<file path="src/ift_pkg.sv">
// Shared constants and helpers for the IR frame pulse transmitter.
package ift_pkg;

  localparam int TICK_W  = 16;
  localparam int FRAME_W = 16;
  localparam int FIELD_W = 5;
  localparam int QUEUED_W = 5;
  localparam int BITS_W  = 4;

  localparam logic [TICK_W-1:0] LONG_RESET  = 16'd1600;
  localparam logic [TICK_W-1:0] SHORT_RESET = 16'd800;
  localparam logic [TICK_W-1:0] GAP_RESET   = 16'd3000;

  localparam logic [FRAME_W-1:0] FRAME_START = 16'h8000;
  localparam logic [BITS_W-1:0]  LAST_BIT    = 4'd15;

  localparam logic [1:0] PH_IDLE  = 2'd0;
  localparam logic [1:0] PH_MARK  = 2'd1;
  localparam logic [1:0] PH_SPACE = 2'd2;
  localparam logic [1:0] PH_GAP   = 2'd3;

  localparam int APB_ADDR_W = 4;
  localparam int APB_DATA_W = 32;

  localparam logic [1:0] REG_LONG  = 2'd0;
  localparam logic [1:0] REG_SHORT = 2'd1;
  localparam logic [1:0] REG_GAP   = 2'd2;

  // ticks left after the first tick of a part; zero length counts as one
  function automatic logic [TICK_W-1:0] rest_of(input logic [TICK_W-1:0] len);
    rest_of = (len == '0) ? '0 : len - 1'b1;
  endfunction

  function automatic logic [FRAME_W-1:0] build_frame(input logic [FIELD_W-1:0] plr,
                                                     input logic [FIELD_W-1:0] dat);
    build_frame = FRAME_START | {1'b0, plr, dat, plr ^ dat};
  endfunction

endpackage

</file>
<file path="src/ir_frame_pulse_transmitter.sv">
// Top level of the IR frame pulse transmitter: frame FIFO, envelope timer, APB registers.
//
// Input channel (item_valid/item_ready): func 0 enqueues a frame built from player
// and payload (twice when repeat_req is set), func 1 is one timer tick of the LED
// envelope. Every input transaction gives exactly one result transaction on the
// res_valid/res_ready channel: led_on, busy_res, accepted and queued.
// The result is registered at the edge that accepts the item. Throughput is one item
// per cycle while item_ready is high. A repeated enqueue writes its second FIFO copy
// in the following cycle through the single RAM write port, so item_ready is low
// for that one cycle.
// The result register is a single stage; when the receiver stalls, item_ready
// falls until the waiting result is taken, and nothing is dropped.
// Reset (rst, synchronous) empties the FIFO, idles the envelope and loads the tick
// lengths 1600/800/3000. The FIFO RAM needs no clearing.
// APB registers: 0x0 long_ticks, 0x4 short_ticks, 0x8 gap_ticks; write only
// while no transaction is in flight. A new length applies from the next part.
module ir_frame_pulse_transmitter #(
  parameter int FIFO_DEPTH = 16
) (
  input  logic                            clk,
  input  logic                            rst,
  input  logic                            item_valid,
  output logic                            item_ready,
  input  logic                            func,
  input  logic [ift_pkg::FIELD_W-1:0]     player,
  input  logic [ift_pkg::FIELD_W-1:0]     payload,
  input  logic                            repeat_req,
  output logic                            res_valid,
  input  logic                            res_ready,
  output logic                            led_on,
  output logic                            busy_res,
  output logic                            accepted,
  output logic [ift_pkg::QUEUED_W-1:0]    queued,
  input  logic                            psel,
  input  logic                            penable,
  input  logic                            pwrite,
  input  logic [ift_pkg::APB_ADDR_W-1:0]  paddr,
  input  logic [ift_pkg::APB_DATA_W-1:0]  pwdata,
  output logic [ift_pkg::APB_DATA_W-1:0]  prdata,
  output logic                            pready
);
  import ift_pkg::*;

  localparam int AW = $clog2(FIFO_DEPTH);
  localparam int CW = $clog2(FIFO_DEPTH + 1);

  function automatic logic [AW-1:0] ptr_inc(input logic [AW-1:0] p);
    ptr_inc = (p == AW'(FIFO_DEPTH - 1)) ? '0 : p + 1'b1;
  endfunction

  // configuration
  logic [TICK_W-1:0] long_ticks;
  logic [TICK_W-1:0] short_ticks;
  logic [TICK_W-1:0] gap_ticks;
  logic              cfg_wr;

  assign pready = 1'b1;
  assign cfg_wr = psel && penable && pwrite && pready;

  always_ff @(posedge clk) begin
    if (rst) begin
      long_ticks  <= LONG_RESET;
      short_ticks <= SHORT_RESET;
      gap_ticks   <= GAP_RESET;
    end else if (cfg_wr) begin
      case (paddr[3:2])
        REG_LONG:  long_ticks  <= pwdata[TICK_W-1:0];
        REG_SHORT: short_ticks <= pwdata[TICK_W-1:0];
        REG_GAP:   gap_ticks   <= pwdata[TICK_W-1:0];
        default: ;
      endcase
    end
  end

  always_comb begin
    case (paddr[3:2])
      REG_LONG:  prdata = {{(APB_DATA_W-TICK_W){1'b0}}, long_ticks};
      REG_SHORT: prdata = {{(APB_DATA_W-TICK_W){1'b0}}, short_ticks};
      REG_GAP:   prdata = {{(APB_DATA_W-TICK_W){1'b0}}, gap_ticks};
      default:   prdata = '0;
    endcase
  end

  // state
  logic [AW-1:0]      head, head_next;
  logic [AW-1:0]      tail, tail_next;
  logic [CW-1:0]      count, count_next;
  logic [FRAME_W-1:0] shift_word, shift_word_next;
  logic [BITS_W-1:0]  bit_left, bit_left_next;
  logic [1:0]         phase, phase_next;
  logic [TICK_W-1:0]  tick_left, tick_left_next;
  logic               load_pend, load_pend_next;
  logic               wr_pend, wr_pend_next;
  logic [AW-1:0]      pend_addr, pend_addr_next;
  logic [FRAME_W-1:0] pend_data, pend_data_next;

  logic               take;
  logic               acc;
  logic [CW:0]        need_sum;
  logic [FRAME_W-1:0] frame;
  logic               ram_wr_en;
  logic [AW-1:0]      ram_wr_addr;
  logic [FRAME_W-1:0] ram_wr_data;
  logic [FRAME_W-1:0] ram_rd_data;
  logic [CW+QUEUED_W-1:0] count_ext;

  assign item_ready = !wr_pend && (!res_valid || res_ready);
  assign take       = item_valid && item_ready;
  assign frame      = build_frame(player, payload);
  assign need_sum   = {1'b0, count} + (repeat_req ? (CW+1)'(2) : (CW+1)'(1));

  ift_ram #(
    .WIDTH(FRAME_W),
    .DEPTH(FIFO_DEPTH)
  ) u_fifo_ram (
    .clk     (clk),
    .wr_en   (ram_wr_en),
    .wr_addr (ram_wr_addr),
    .wr_data (ram_wr_data),
    .rd_addr (head),
    .rd_data (ram_rd_data)
  );

  always_comb begin
    head_next       = head;
    tail_next       = tail;
    count_next      = count;
    shift_word_next = shift_word;
    bit_left_next   = bit_left;
    phase_next      = phase;
    tick_left_next  = tick_left;
    load_pend_next  = 1'b0;
    wr_pend_next    = 1'b0;
    pend_addr_next  = pend_addr;
    pend_data_next  = pend_data;
    acc             = 1'b0;
    ram_wr_en       = 1'b0;
    ram_wr_addr     = pend_addr;
    ram_wr_data     = pend_data;

    // head word arrives in the cycle after the pop; the start bit stands in until then
    if (load_pend) begin
      shift_word_next = ram_rd_data;
    end

    if (wr_pend) begin
      ram_wr_en = 1'b1;
    end

    if (take && !func) begin
      if (need_sum <= (CW+1)'(FIFO_DEPTH)) begin
        acc         = 1'b1;
        ram_wr_en   = 1'b1;
        ram_wr_addr = tail;
        ram_wr_data = frame;
        if (repeat_req) begin
          wr_pend_next   = 1'b1;
          pend_addr_next = ptr_inc(tail);
          pend_data_next = frame;
          tail_next      = ptr_inc(ptr_inc(tail));
        end else begin
          tail_next = ptr_inc(tail);
        end
        count_next = need_sum[CW-1:0];
      end
    end else if (take && func) begin
      if (phase == PH_IDLE || (phase == PH_GAP && tick_left == '0)) begin
        if (count == '0) begin
          phase_next     = PH_IDLE;
          tick_left_next = '0;
        end else begin
          head_next       = ptr_inc(head);
          count_next      = count - 1'b1;
          bit_left_next   = LAST_BIT;
          shift_word_next = FRAME_START;
          load_pend_next  = 1'b1;
          phase_next      = PH_MARK;
          tick_left_next  = rest_of(long_ticks);
        end
      end else if (tick_left != '0) begin
        tick_left_next = tick_left - 1'b1;
      end else if (phase == PH_MARK) begin
        phase_next     = PH_SPACE;
        tick_left_next = rest_of(shift_word[FRAME_W-1] ? short_ticks : long_ticks);
      end else if (bit_left != '0) begin
        bit_left_next   = bit_left - 1'b1;
        shift_word_next = {shift_word[FRAME_W-2:0], 1'b0};
        phase_next      = PH_MARK;
        tick_left_next  = rest_of(shift_word[FRAME_W-2] ? long_ticks : short_ticks);
      end else begin
        phase_next     = PH_GAP;
        tick_left_next = rest_of(gap_ticks);
      end
    end
  end

  assign count_ext = {{QUEUED_W{1'b0}}, count_next};

  always_ff @(posedge clk) begin
    if (rst) begin
      head       <= '0;
      tail       <= '0;
      count      <= '0;
      shift_word <= '0;
      bit_left   <= '0;
      phase      <= PH_IDLE;
      tick_left  <= '0;
      load_pend  <= 1'b0;
      wr_pend    <= 1'b0;
      res_valid  <= 1'b0;
    end else begin
      head       <= head_next;
      tail       <= tail_next;
      count      <= count_next;
      shift_word <= shift_word_next;
      bit_left   <= bit_left_next;
      phase      <= phase_next;
      tick_left  <= tick_left_next;
      load_pend  <= load_pend_next;
      wr_pend    <= wr_pend_next;
      if (take) begin
        res_valid <= 1'b1;
      end else if (res_ready) begin
        res_valid <= 1'b0;
      end
    end
  end

  always_ff @(posedge clk) begin
    pend_addr <= pend_addr_next;
    pend_data <= pend_data_next;
    if (take) begin
      led_on   <= (phase_next == PH_MARK);
      busy_res <= (phase_next != PH_IDLE);
      accepted <= acc;
      queued   <= count_ext[QUEUED_W-1:0];
    end
  end

  a_count_bound: assert property (@(posedge clk) disable iff (rst)
    count <= CW'(FIFO_DEPTH))
    else $error("frame count exceeds FIFO depth");

  a_load_in_mark: assert property (@(posedge clk) disable iff (rst)
    load_pend |-> phase == PH_MARK)
    else $error("head word load outside first mark");

  a_pop_loads: assert property (@(posedge clk) disable iff (rst)
    take && func && phase == PH_IDLE && count != '0 |=> load_pend && phase == PH_MARK)
    else $error("idle tick with queued frame did not start it");

  a_led_busy: assert property (@(posedge clk) disable iff (rst)
    res_valid && led_on |-> busy_res)
    else $error("LED on while not busy");

  a_acc_queued: assert property (@(posedge clk) disable iff (rst)
    take && !func && acc |=> count != '0)
    else $error("accepted enqueue left FIFO empty");

endmodule

</file>
<file path="src/ift_ram.sv">
// Generic single write port RAM with registered read.
module ift_ram #(
  parameter int WIDTH = 16,
  parameter int DEPTH = 16
) (
  input  logic                     clk,
  input  logic                     wr_en,
  input  logic [$clog2(DEPTH)-1:0] wr_addr,
  input  logic [WIDTH-1:0]         wr_data,
  input  logic [$clog2(DEPTH)-1:0] rd_addr,
  output logic [WIDTH-1:0]         rd_data
);

  logic [WIDTH-1:0] mem [DEPTH];

  always_ff @(posedge clk) begin
    if (wr_en) begin
      mem[wr_addr] <= wr_data;
    end
    rd_data <= mem[rd_addr];
  end

endmodule
</file>
<file path="config.mk">
export PLATFORM = sky130hd
export DESIGN_NAME = ir_frame_pulse_transmitter
export DESIGN_NICKNAME = d
export VERILOG_FILES = /design/src/ift_pkg.sv /design/src/ir_frame_pulse_transmitter.sv /design/src/ift_ram.sv
export SDC_FILE = /design/constraint.sdc
export NUM_CORES = 1
export LEC_CHECK = 0
export ABC_CLOCK_PERIOD_IN_PS = 5100
export BUFFER_PORTS_ARGS = -buffer_cell sky130_fd_sc_hd__buf_2
export CORE_ASPECT_RATIO = 1.1
export CORE_MARGIN = 2
export CORE_UTILIZATION = 61
export CTS_CLUSTER_DIAMETER = 30
export CTS_CLUSTER_SIZE = 40
export DETAILED_ROUTE_END_ITERATION = 16
export GPL_ROUTABILITY_DRIVEN = 0
export HOLD_SLACK_MARGIN = 0.06
export PLACE_DENSITY_LB_ADDON = 0.15
export SETUP_SLACK_MARGIN = 0.1
export SLEW_MARGIN = 20
export SYNTH_ARGS = -nofsm -noshare
export SYNTH_HDL_FRONTEND = slang
export SYNTH_SLANG_ARGS = --single-unit
</file>
<file path="constraint.sdc">
create_clock -name clk -period 5.1 [get_ports clk]
set_clock_uncertainty 0.15 [all_clocks]
set_input_delay 0.51 -clock clk [delete_from_list [all_inputs] [get_ports clk]]
set_output_delay 0.51 -clock clk [all_outputs]
set_load 0.02 [all_outputs]
</file>
==> results of run 1 <==
-- power by group through the flow --
stage / clock (mW) / combinational, mW / sequential (mW)
after floorplan: 0 / 0.632 / 3.52
after global placement: 0 / 0.821 / 3.56
after detailed placement: 0 / 0.835 / 3.57
after CTS: 4.79 / 0.862 / 3.51
after global routing: 4.93 / 0.946 / 3.52
final: 4.76 / 0.878 / 3.51
-- critical path, delay by kind of cell (launching register included) --
kind	cells	cell delay (ns)
AOI/OAI and AO/OA	2	0.46
DFF	1	0.37
and+or+nand+nor	4	1.34
adders and majority gates	2	0.73
buffers and inverters	3	0.70
-- per-layer routing --
layer | global-route usage | routed length, um
met1 | 0.3886 | 17800
met2 | 0.5537 | 24430
met5 | 0 | 0
met4 | 0.1569 | 2231
met3 | 0.05619 | 3735
-- layout make-up --
cell class,instances,area [um^2],area share
Sequential cell,384,10360,0.4888
Multi-Input combinational cell,980,7047,0.3324
Inverter,25,93.84,0.004426
Timing Repair Buffer,118,775.7,0.03659
Clock buffer,89,1978,0.09330
Tap cell,368,460.4,0.02172
Clock inverter,40,483.0,0.02278
-- cells in the final DEF (no fill, tap or decap), types with 21 or more instances in the layout --
cell and instances:
a21oi_1 92, buf_2 62, buf_4 38, clkbuf_16 74, dfxtp_1 115, edfxtp_1 267
inv_1 25, mux2i_1 56, mux4_2 75, nand2_1 207, nand3_1 32, nor2_1 95
nor3_1 64, nor4_1 21, o21ai_0 52, or3_1 21, xnor2_1 43, xor2_1 35
-- Yosys cell counts (all sizes together) (5+ instances only) --
master / n
o22ai: 14
mux4: 75
and2: 7
o31ai: 7
or4: 7
inv: 25
dfxtp: 117
o221ai: 5
xor2: 35
clkbuf: 80
mux2i: 56
nand2: 207
o21ai: 56
a21oi: 92
buf: 41
nand2b: 6
mux2: 6
edfxtp: 267
a31oi: 10
xnor2: 44
nor2: 96
or3b: 5
nor4: 22
nand3: 32
or3: 22
nor3b: 5
a211oi: 12
nor3: 66
ha: 15
-- cells by family (layout without fill, tap and decap cells) --
family / Yosys count / after routing / share of synthesized area
XOR/XNOR: 79 / 79 / 0.03890
buffers and inverters: 146 / 272 / 0.03584
flip-flops: 384 / 384 / 0.5762
AND/OR/NAND/NOR: 497 / 497 / 0.1286
other: 2 / 17 / 0.0004177
adder cells (fa/ha/maj): 16 / 16 / 0.01155
multiplexers: 137 / 137 / 0.1289
AO/OA/AOI/OAI: 234 / 234 / 0.07955
-- final timing paths --
path / start / end / slack, ns / cells past startpoint
setup / recovery: count[0] / u_fifo_ram.mem[6][10] / 1.03 / 11
setup reg to reg: count[0] / u_fifo_ram.mem[6][10] / 1.03 / 11
hold reg to reg: bit_left[1] / bit_left[1] / 0.34 / 2
hold / removal: pwdata[4] / gap_ticks[4] / 0.08 / 3
-- per-stage QoR --
stage                     worst slack (ns)  hold WS, ns  power (mW)
after detailed placement            0.5602       0.3352       4.401
after global placement              0.7839       0.3233       4.383
final                                1.032      0.07634       9.149
after CTS                            1.027      0.06204       9.164
after floorplan                      1.167       0.3028       4.155
after global routing                0.7961      0.06977       9.401
-- flip-flops by register name, summed over array words and instances (netlist names), 2 cells and up --
name                flops
long_ticks             16
bit_left                4
shift_word             16
pend_addr               4
count                   5
gap_ticks              16
u_fifo_ram.rd_data     15
u_fifo_ram.mem        240
head                    4
queued                  5
tick_left              16
pend_data              15
tail                    4
short_ticks            16
phase                   2
==> impl_metrics.csv, run 1 <==
group,metric,value,unit
power,intPower,6.906,mW
floorplanning,rows,65,
clocking,insertion_delay,0.58,ns
timing,maxSlewViolCount,0,
synthesis,syn_area_per_cell,12.03,um^2
setup_path,cp_slowest_cell,"nor2_1",
timing,period_minus_slack,4.068,ns
placement,dp_hpwl,28200,um
floorplanning,core,28870,um^2
run,maxCapViolations,0,
power,power.switching,2.243,mW
grt,grt_remaining_overflow,0,
layout,n_antenna_cell,0,
placement,port_buffers,62,
layout,final_nets,1651,
synthesis,async_reset_ff_frac,0,
synthesis,yosys.area.top_type,"edfxtp_1",
power,ir_drop,0.3835,mV
detailed_routing,wl,48200,um
synthesis,synth_top_area_frac,0.4460,
setup_path,crit_path_max_fanout,18,
grt,grtUsageTotal,0.3189,
timing,fmax,0.2458,GHz
layout,drive_gt1_frac,0.1938,
timing,rsz0062_at_grt,"false",
detailed_routing,ant_nets,0,
power,p_clk_frac,0.520,
power,leakagePower,7.405,nW
detailed_routing,drt_iter0_drc,1251,
detailed_routing,first_pass_iters,7,
clocking,cts_buffer_depth,3,
synthesis,ys_types,75,
synthesis,yosysSeqAreaShare,0.5762,
layout,fin_util,0.7344,
placement,place_area,18560,um^2
setup_path,cp-start-kind,"flop",
setup_path,worstSetupEndpointType,"flop",
clocking,cts_hold_buf,18,
clocking,cts_tree,"built",
clocking,post_cts_resized,0,
layout,finalNonFillerCells,2004,
detailed_routing,drc,0,
placement,place_inst,1857,
power,p_sw_frac,0.2451,
synthesis,ys_ff_latch,384,
clocking,cts_max_level,3,
grt,grt_pass1_wl,73910,um
clocking,clkTransAtPathRegs,0.05,ns
worst_hold_path,min_path_type,"input port to flop",
layout,fill_cells,1822,
synthesis,syn_area,17980,um^2
setup_path,path_class,"flop to flop",
clocking,postCtsSetupBuffers,0,
synthesis,synth_area_leaders,"edfxtp_1 45%, dfxtp_1 13%, mux4_2 9.4%",
grt,grt_max_degree,84,
floorplanning,start_util,0.6227,
detailed_routing,wire_per_inst,24.05,um
power,power_density,431.5,nW/um^2
timing,max_slew_margin,0.2571,
clocking,cts_root_buf,"clkbuf_16",
detailed_routing,via_per_inst,6.441,
outcome,status,"complete, no violations",
layout,area_delta_synth_final,17.93,%
power,p_seq_frac,0.384,
clocking,cts.sinks,384,
synthesis,ys_warn_count,0,
setup_path,cp.arrival,4.18,ns
setup_path,critPathMaxStageDelay,0.70,ns
grt,grt_pass1_vias,12860,
synthesis,synthFlopType,"edfxtp_1",
timing,hold_violations,0,
synthesis,synth_cells,1495,
timing,finalSetupViolations,0,
detailed_routing,vias,12910,
layout,design_area,21200,um^2
floorplanning,die_x,167.7,um
floorplanning,ios,98,
clocking,numCtsBuffers,71,
power,combinationalPowerShare,0.096,
floorplanning,dieArea,30860,um^2
grt,antenna_found_initial,1,
timing,fin_crit_sh,0.7976,
floorplanning,die_y,184.1,um
timing,worstMarginPinSlew,1.113,ns
synthesis,synth_edf_count,267,
setup_path,path_cells,"ha_1 > fa_1 > and3_1 > and3_1 > o31ai_4 > inv_1 > buf_4 > nor3_1 > a31oi_1 > nor2_1 > buf_4",
setup_path,crit_required,5.21,ns
timing,tns,0,ns
No activity file was read; power rests on OpenSTA's default activity.
==> run 2: changes to the inputs <==
--- a/config.mk
+++ b/config.mk
@@ -5,11 +5,12 @@
 export SDC_FILE = /design/constraint.sdc
 export NUM_CORES = 1
 export LEC_CHECK = 0
-export ABC_CLOCK_PERIOD_IN_PS = 5100
+export ABC_AREA = 1
+export ABC_CLOCK_PERIOD_IN_PS = 3600
 export BUFFER_PORTS_ARGS = -buffer_cell sky130_fd_sc_hd__buf_2
 export CORE_ASPECT_RATIO = 1.1
 export CORE_MARGIN = 2
-export CORE_UTILIZATION = 61
+export CORE_UTILIZATION = 56
 export CTS_CLUSTER_DIAMETER = 30
 export CTS_CLUSTER_SIZE = 40
 export DETAILED_ROUTE_END_ITERATION = 16
==> constraint.sdc (replaced) <==
create_clock -name clk -period 3.6 [get_ports clk]
set_clock_uncertainty 0.15 [all_clocks]
set_input_delay 0.36 -clock clk [delete_from_list [all_inputs] [get_ports clk]]
set_output_delay 0.36 -clock clk [all_outputs]
set_load 0.02 [all_outputs]
==> run 2 against run 1 <==
Cell count is 31% higher. Clock power is 38% higher. Global-route usage is 2.1 points lower. Combinational power is 90% higher. Clock-buffer cell count is 11 lower. Worst hold slack better by 0.014 ns. Sequential share of layout area is 1.7 points lower. Routed wire length is 5.3% higher. Sequential power is 42% higher. Worst setup slack worse by 0.73 ns. Largest power group unchanged.
==> impl_metrics.csv, run 2 <==
group,metric,value,unit
layout,fin_util,0.6802,
timing,max_slew_margin,0.2375,
synthesis,ys_ff_latch,384,
placement,place_area,19270,um^2
detailed_routing,drt_iter0_drc,1165,
synthesis,async_reset_ff_frac,0,
power,ir_drop,0.6581,mV
setup_path,cp-start-kind,"flop",
synthesis,yosys.area.top_type,"edfxtp_1",
placement,port_buffers,62,
setup_path,cp.arrival,3.41,ns
clocking,cts.sinks,384,
power,intPower,9.673,mW
synthesis,synth_top_area_frac,0.4369,
detailed_routing,drc,0,
grt,grt_pass1_wl,78480,um
run,maxCapViolations,0,
placement,dp_hpwl,33750,um
clocking,cts_root_buf,"clkbuf_16",
clocking,cts_max_level,3,
grt,grtUsageTotal,0.2976,
synthesis,ys_warn_count,0,
setup_path,worstSetupEndpointType,"flop",
synthesis,yosysMostFrequentCell,"nand2_1",
floorplanning,dieArea,34230,um^2
detailed_routing,vias,14840,
layout,drive_gt1_frac,0.1342,
power,power.switching,3.573,mW
synthesis,synth_commonest_cells,"452 x nand2_1, 291 x nor2_1, 267 x edfxtp_1",
clocking,cts_tree,"built",
layout,final_common_cell,"nand2_1",
floorplanning,core,32290,um^2
timing,worstMarginPinSlew,1.144,ns
detailed_routing,first_pass_iters,7,
synthesis,synth_area_leaders,"edfxtp_1 44%, dfxtp_1 13%, nand2_1 9.2%",
timing,maxSlewViolCount,0,
floorplanning,die_y,193.9,um
timing,period_minus_slack,3.295,ns
synthesis,ys_types,50,
outcome,status,"complete, no violations",
clocking,numCtsBuffers,73,
power,combinationalPowerShare,0.126,
synthesis,syn_area_per_cell,9.207,um^2
setup_path,path_class,"flop to flop",
detailed_routing,wl,50770,um
worst_hold_path,min_path_type,"input port to flop",
timing,hold_violations,0,
synthesis,synth_cells,1993,
setup_path,critPathBufInv,4,
setup_path,critPathTopFamily,"simple AND/OR/NAND/NOR gates",
synthesis,syn_area,18350,um^2
power,p_seq_frac,0.376,
synthesis,yosysSeqAreaShare,0.5646,
timing,rsz0062_at_grt,"false",
power,leakagePower,8.635,nW
layout,n_antenna_cell,0,
setup_path,crit_path_max_fanout,9,
grt,antenna_found_initial,2,
clocking,postCtsSetupBuffers,0,
timing,tns,0,ns
grt,grt_pass1_vias,14700,
synthesis,synth_edf_count,267,
clocking,clkTransAtPathRegs,0.05,ns
worst_hold_path,hp-start,"func",
layout,top_register,"u_fifo_ram.mem",
setup_path,r2r_start,"count[0]",
placement,dpl_worst_slack,0.04648,ns
clocking,insertion_delay,0.58,ns
clocking,cts_buffer_depth,3,
layout,layout_common_cells,"452 x nand2_1, 291 x nor2_1, 267 x edfxtp_1, 137 x o21ai_0, 134 x inv_1",
floorplanning,ios,98,
grt,grt_max_degree,115,
layout,design_area,21960,um^2
floorplanning,die_x,176.6,um
floorplanning,start_util,0.5683,
detailed_routing,ant_nets,0,
setup_path,startpoint,"count[0]",
timing,finalSetupViolations,0,
timing,setup_slack,0.3052,ns
power,finalPower,13.25,mW
detailed_routing,wire_per_inst,19.41,um
power,p_sw_frac,0.2697,
layout,final_nets,2201,
layout,area_delta_synth_final,19.68,%
layout,largest_register_ffs,240,
setup_path,crit_required,3.72,ns
detailed_routing,via_per_inst,5.672,
setup_path,cp_slowest_cell,"fa_1",
power,p_clk_frac,0.498,
setup_path,path_cells,"ha_1 > fa_1 > nand3_1 > xor2_1 > inv_1 > nand2_1 > nand3_2 > buf_4 > clkinv_1 > or2_2 > nand3_1 > nor2_1 > buf_4",
timing,fmax,0.3035,GHz
timing,fin_crit_sh,0.9152,
floorplanning,rows,69,
setup_path,critPathMaxStageDelay,0.42,ns
grt,grt_remaining_overflow,0,
synthesis,synthFlopType,"edfxtp_1",
power,power_density,603.1,nW/um^2
[run 2: cell count changes after synthesis, sizes merged, moves of 36 or more]
cell | previous run | this run
inv | 25 | 141
o21ai | 56 | 145
o32ai | 1 | 38
xnor2 | 44 | 8
nand3 | 32 | 93
nor2 | 96 | 302
mux4 | 75 | 0
nand2 | 207 | 457
nor3 | 66 | 14
[run 2: layout make-up]
type	instances	area, um^2
well taps	426	533.0
multi-input cells	1375	6982
repair buffers	150	1101
inverters	146	553.0
fillers	2553	10330
clock buffers	78	1888
clock inverters	57	536.8
flip-flops and latches	384	10370
[run 2: metal layers]
metal  part of all wire  wire length, um  vias to the layer above  GRT usage
met3              0.064             3238                      204    0.06255
met1               0.37            18630                     6937     0.3305
met2               0.50            25260                      570     0.5071
li1                   -                -                     7122          -
met5            0.00047               24                        -          0
met4              0.071             3620                        4     0.2081
[run 2: kinds of logic (layout without fill, tap and decap cells)]
family	count (synthesis)	count (layout)	share of synthesized area
compound gates	361	361	0.1195
xor+xnor	52	52	0.02482
fa+ha+maj	16	16	0.01132
buf+inv	249	431	0.05803
flops	384	384	0.5646
mux	36	36	0.02052
other cells	2	17	0.0004093
simple gates	893	893	0.2009
[run 2: worst min-delay path, delay by kind of cell]
| kind | cells | cell delay (ns) |
|---|---|---|
| AOI/OAI and AO/OA | 1 | 0.07 |
| buffers and inverters | 1 | 0.09 |
| and+or+nand+nor | 2 | 0.26 |
[run 2: metrics by stage]
| stage | hold WS [ns] | instances |
|---|---|---|
| floorplan | 0.2910 | 2008 |
| global placement | 0.2982 | 2454 |
| detailed placement | 0.3059 | 2454 |
| CTS | 0.07222 | 2616 |
| global route | 0.1148 | 2616 |
| finish | 0.08992 | 2616 |
[run 2: what timing repair did]
item	CTS	global route
endpoints found under the hold margin	63	0
hold buffers	27	0
setup endpoints to repair	0	15
resized for setup	0	1
[run 2: power groups by stage]
| stage | Sequential, mW | Combinational [mW] | Clock [mW] |
|---|---|---|---|
| after floorplan | 5.02 | 1.20 | 0 |
| after global placement | 5.06 | 1.60 | 0 |
| after detailed placement | 5.06 | 1.62 | 0 |
| after CTS | 4.98 | 1.65 | 6.67 |
| after global routing | 5.00 | 1.86 | 6.87 |
| final | 4.99 | 1.67 | 6.59 |
[run 2: worst paths after layout]
kind,end,slack (ns),depth (start not counted)
worst max-delay path,u_fifo_ram.mem[9][11],0.31,13
worst min-delay path,count[4],0.09,4
worst max register to register,u_fifo_ram.mem[9][11],0.31,13
worst min register to register,shift_word[5],0.32,2
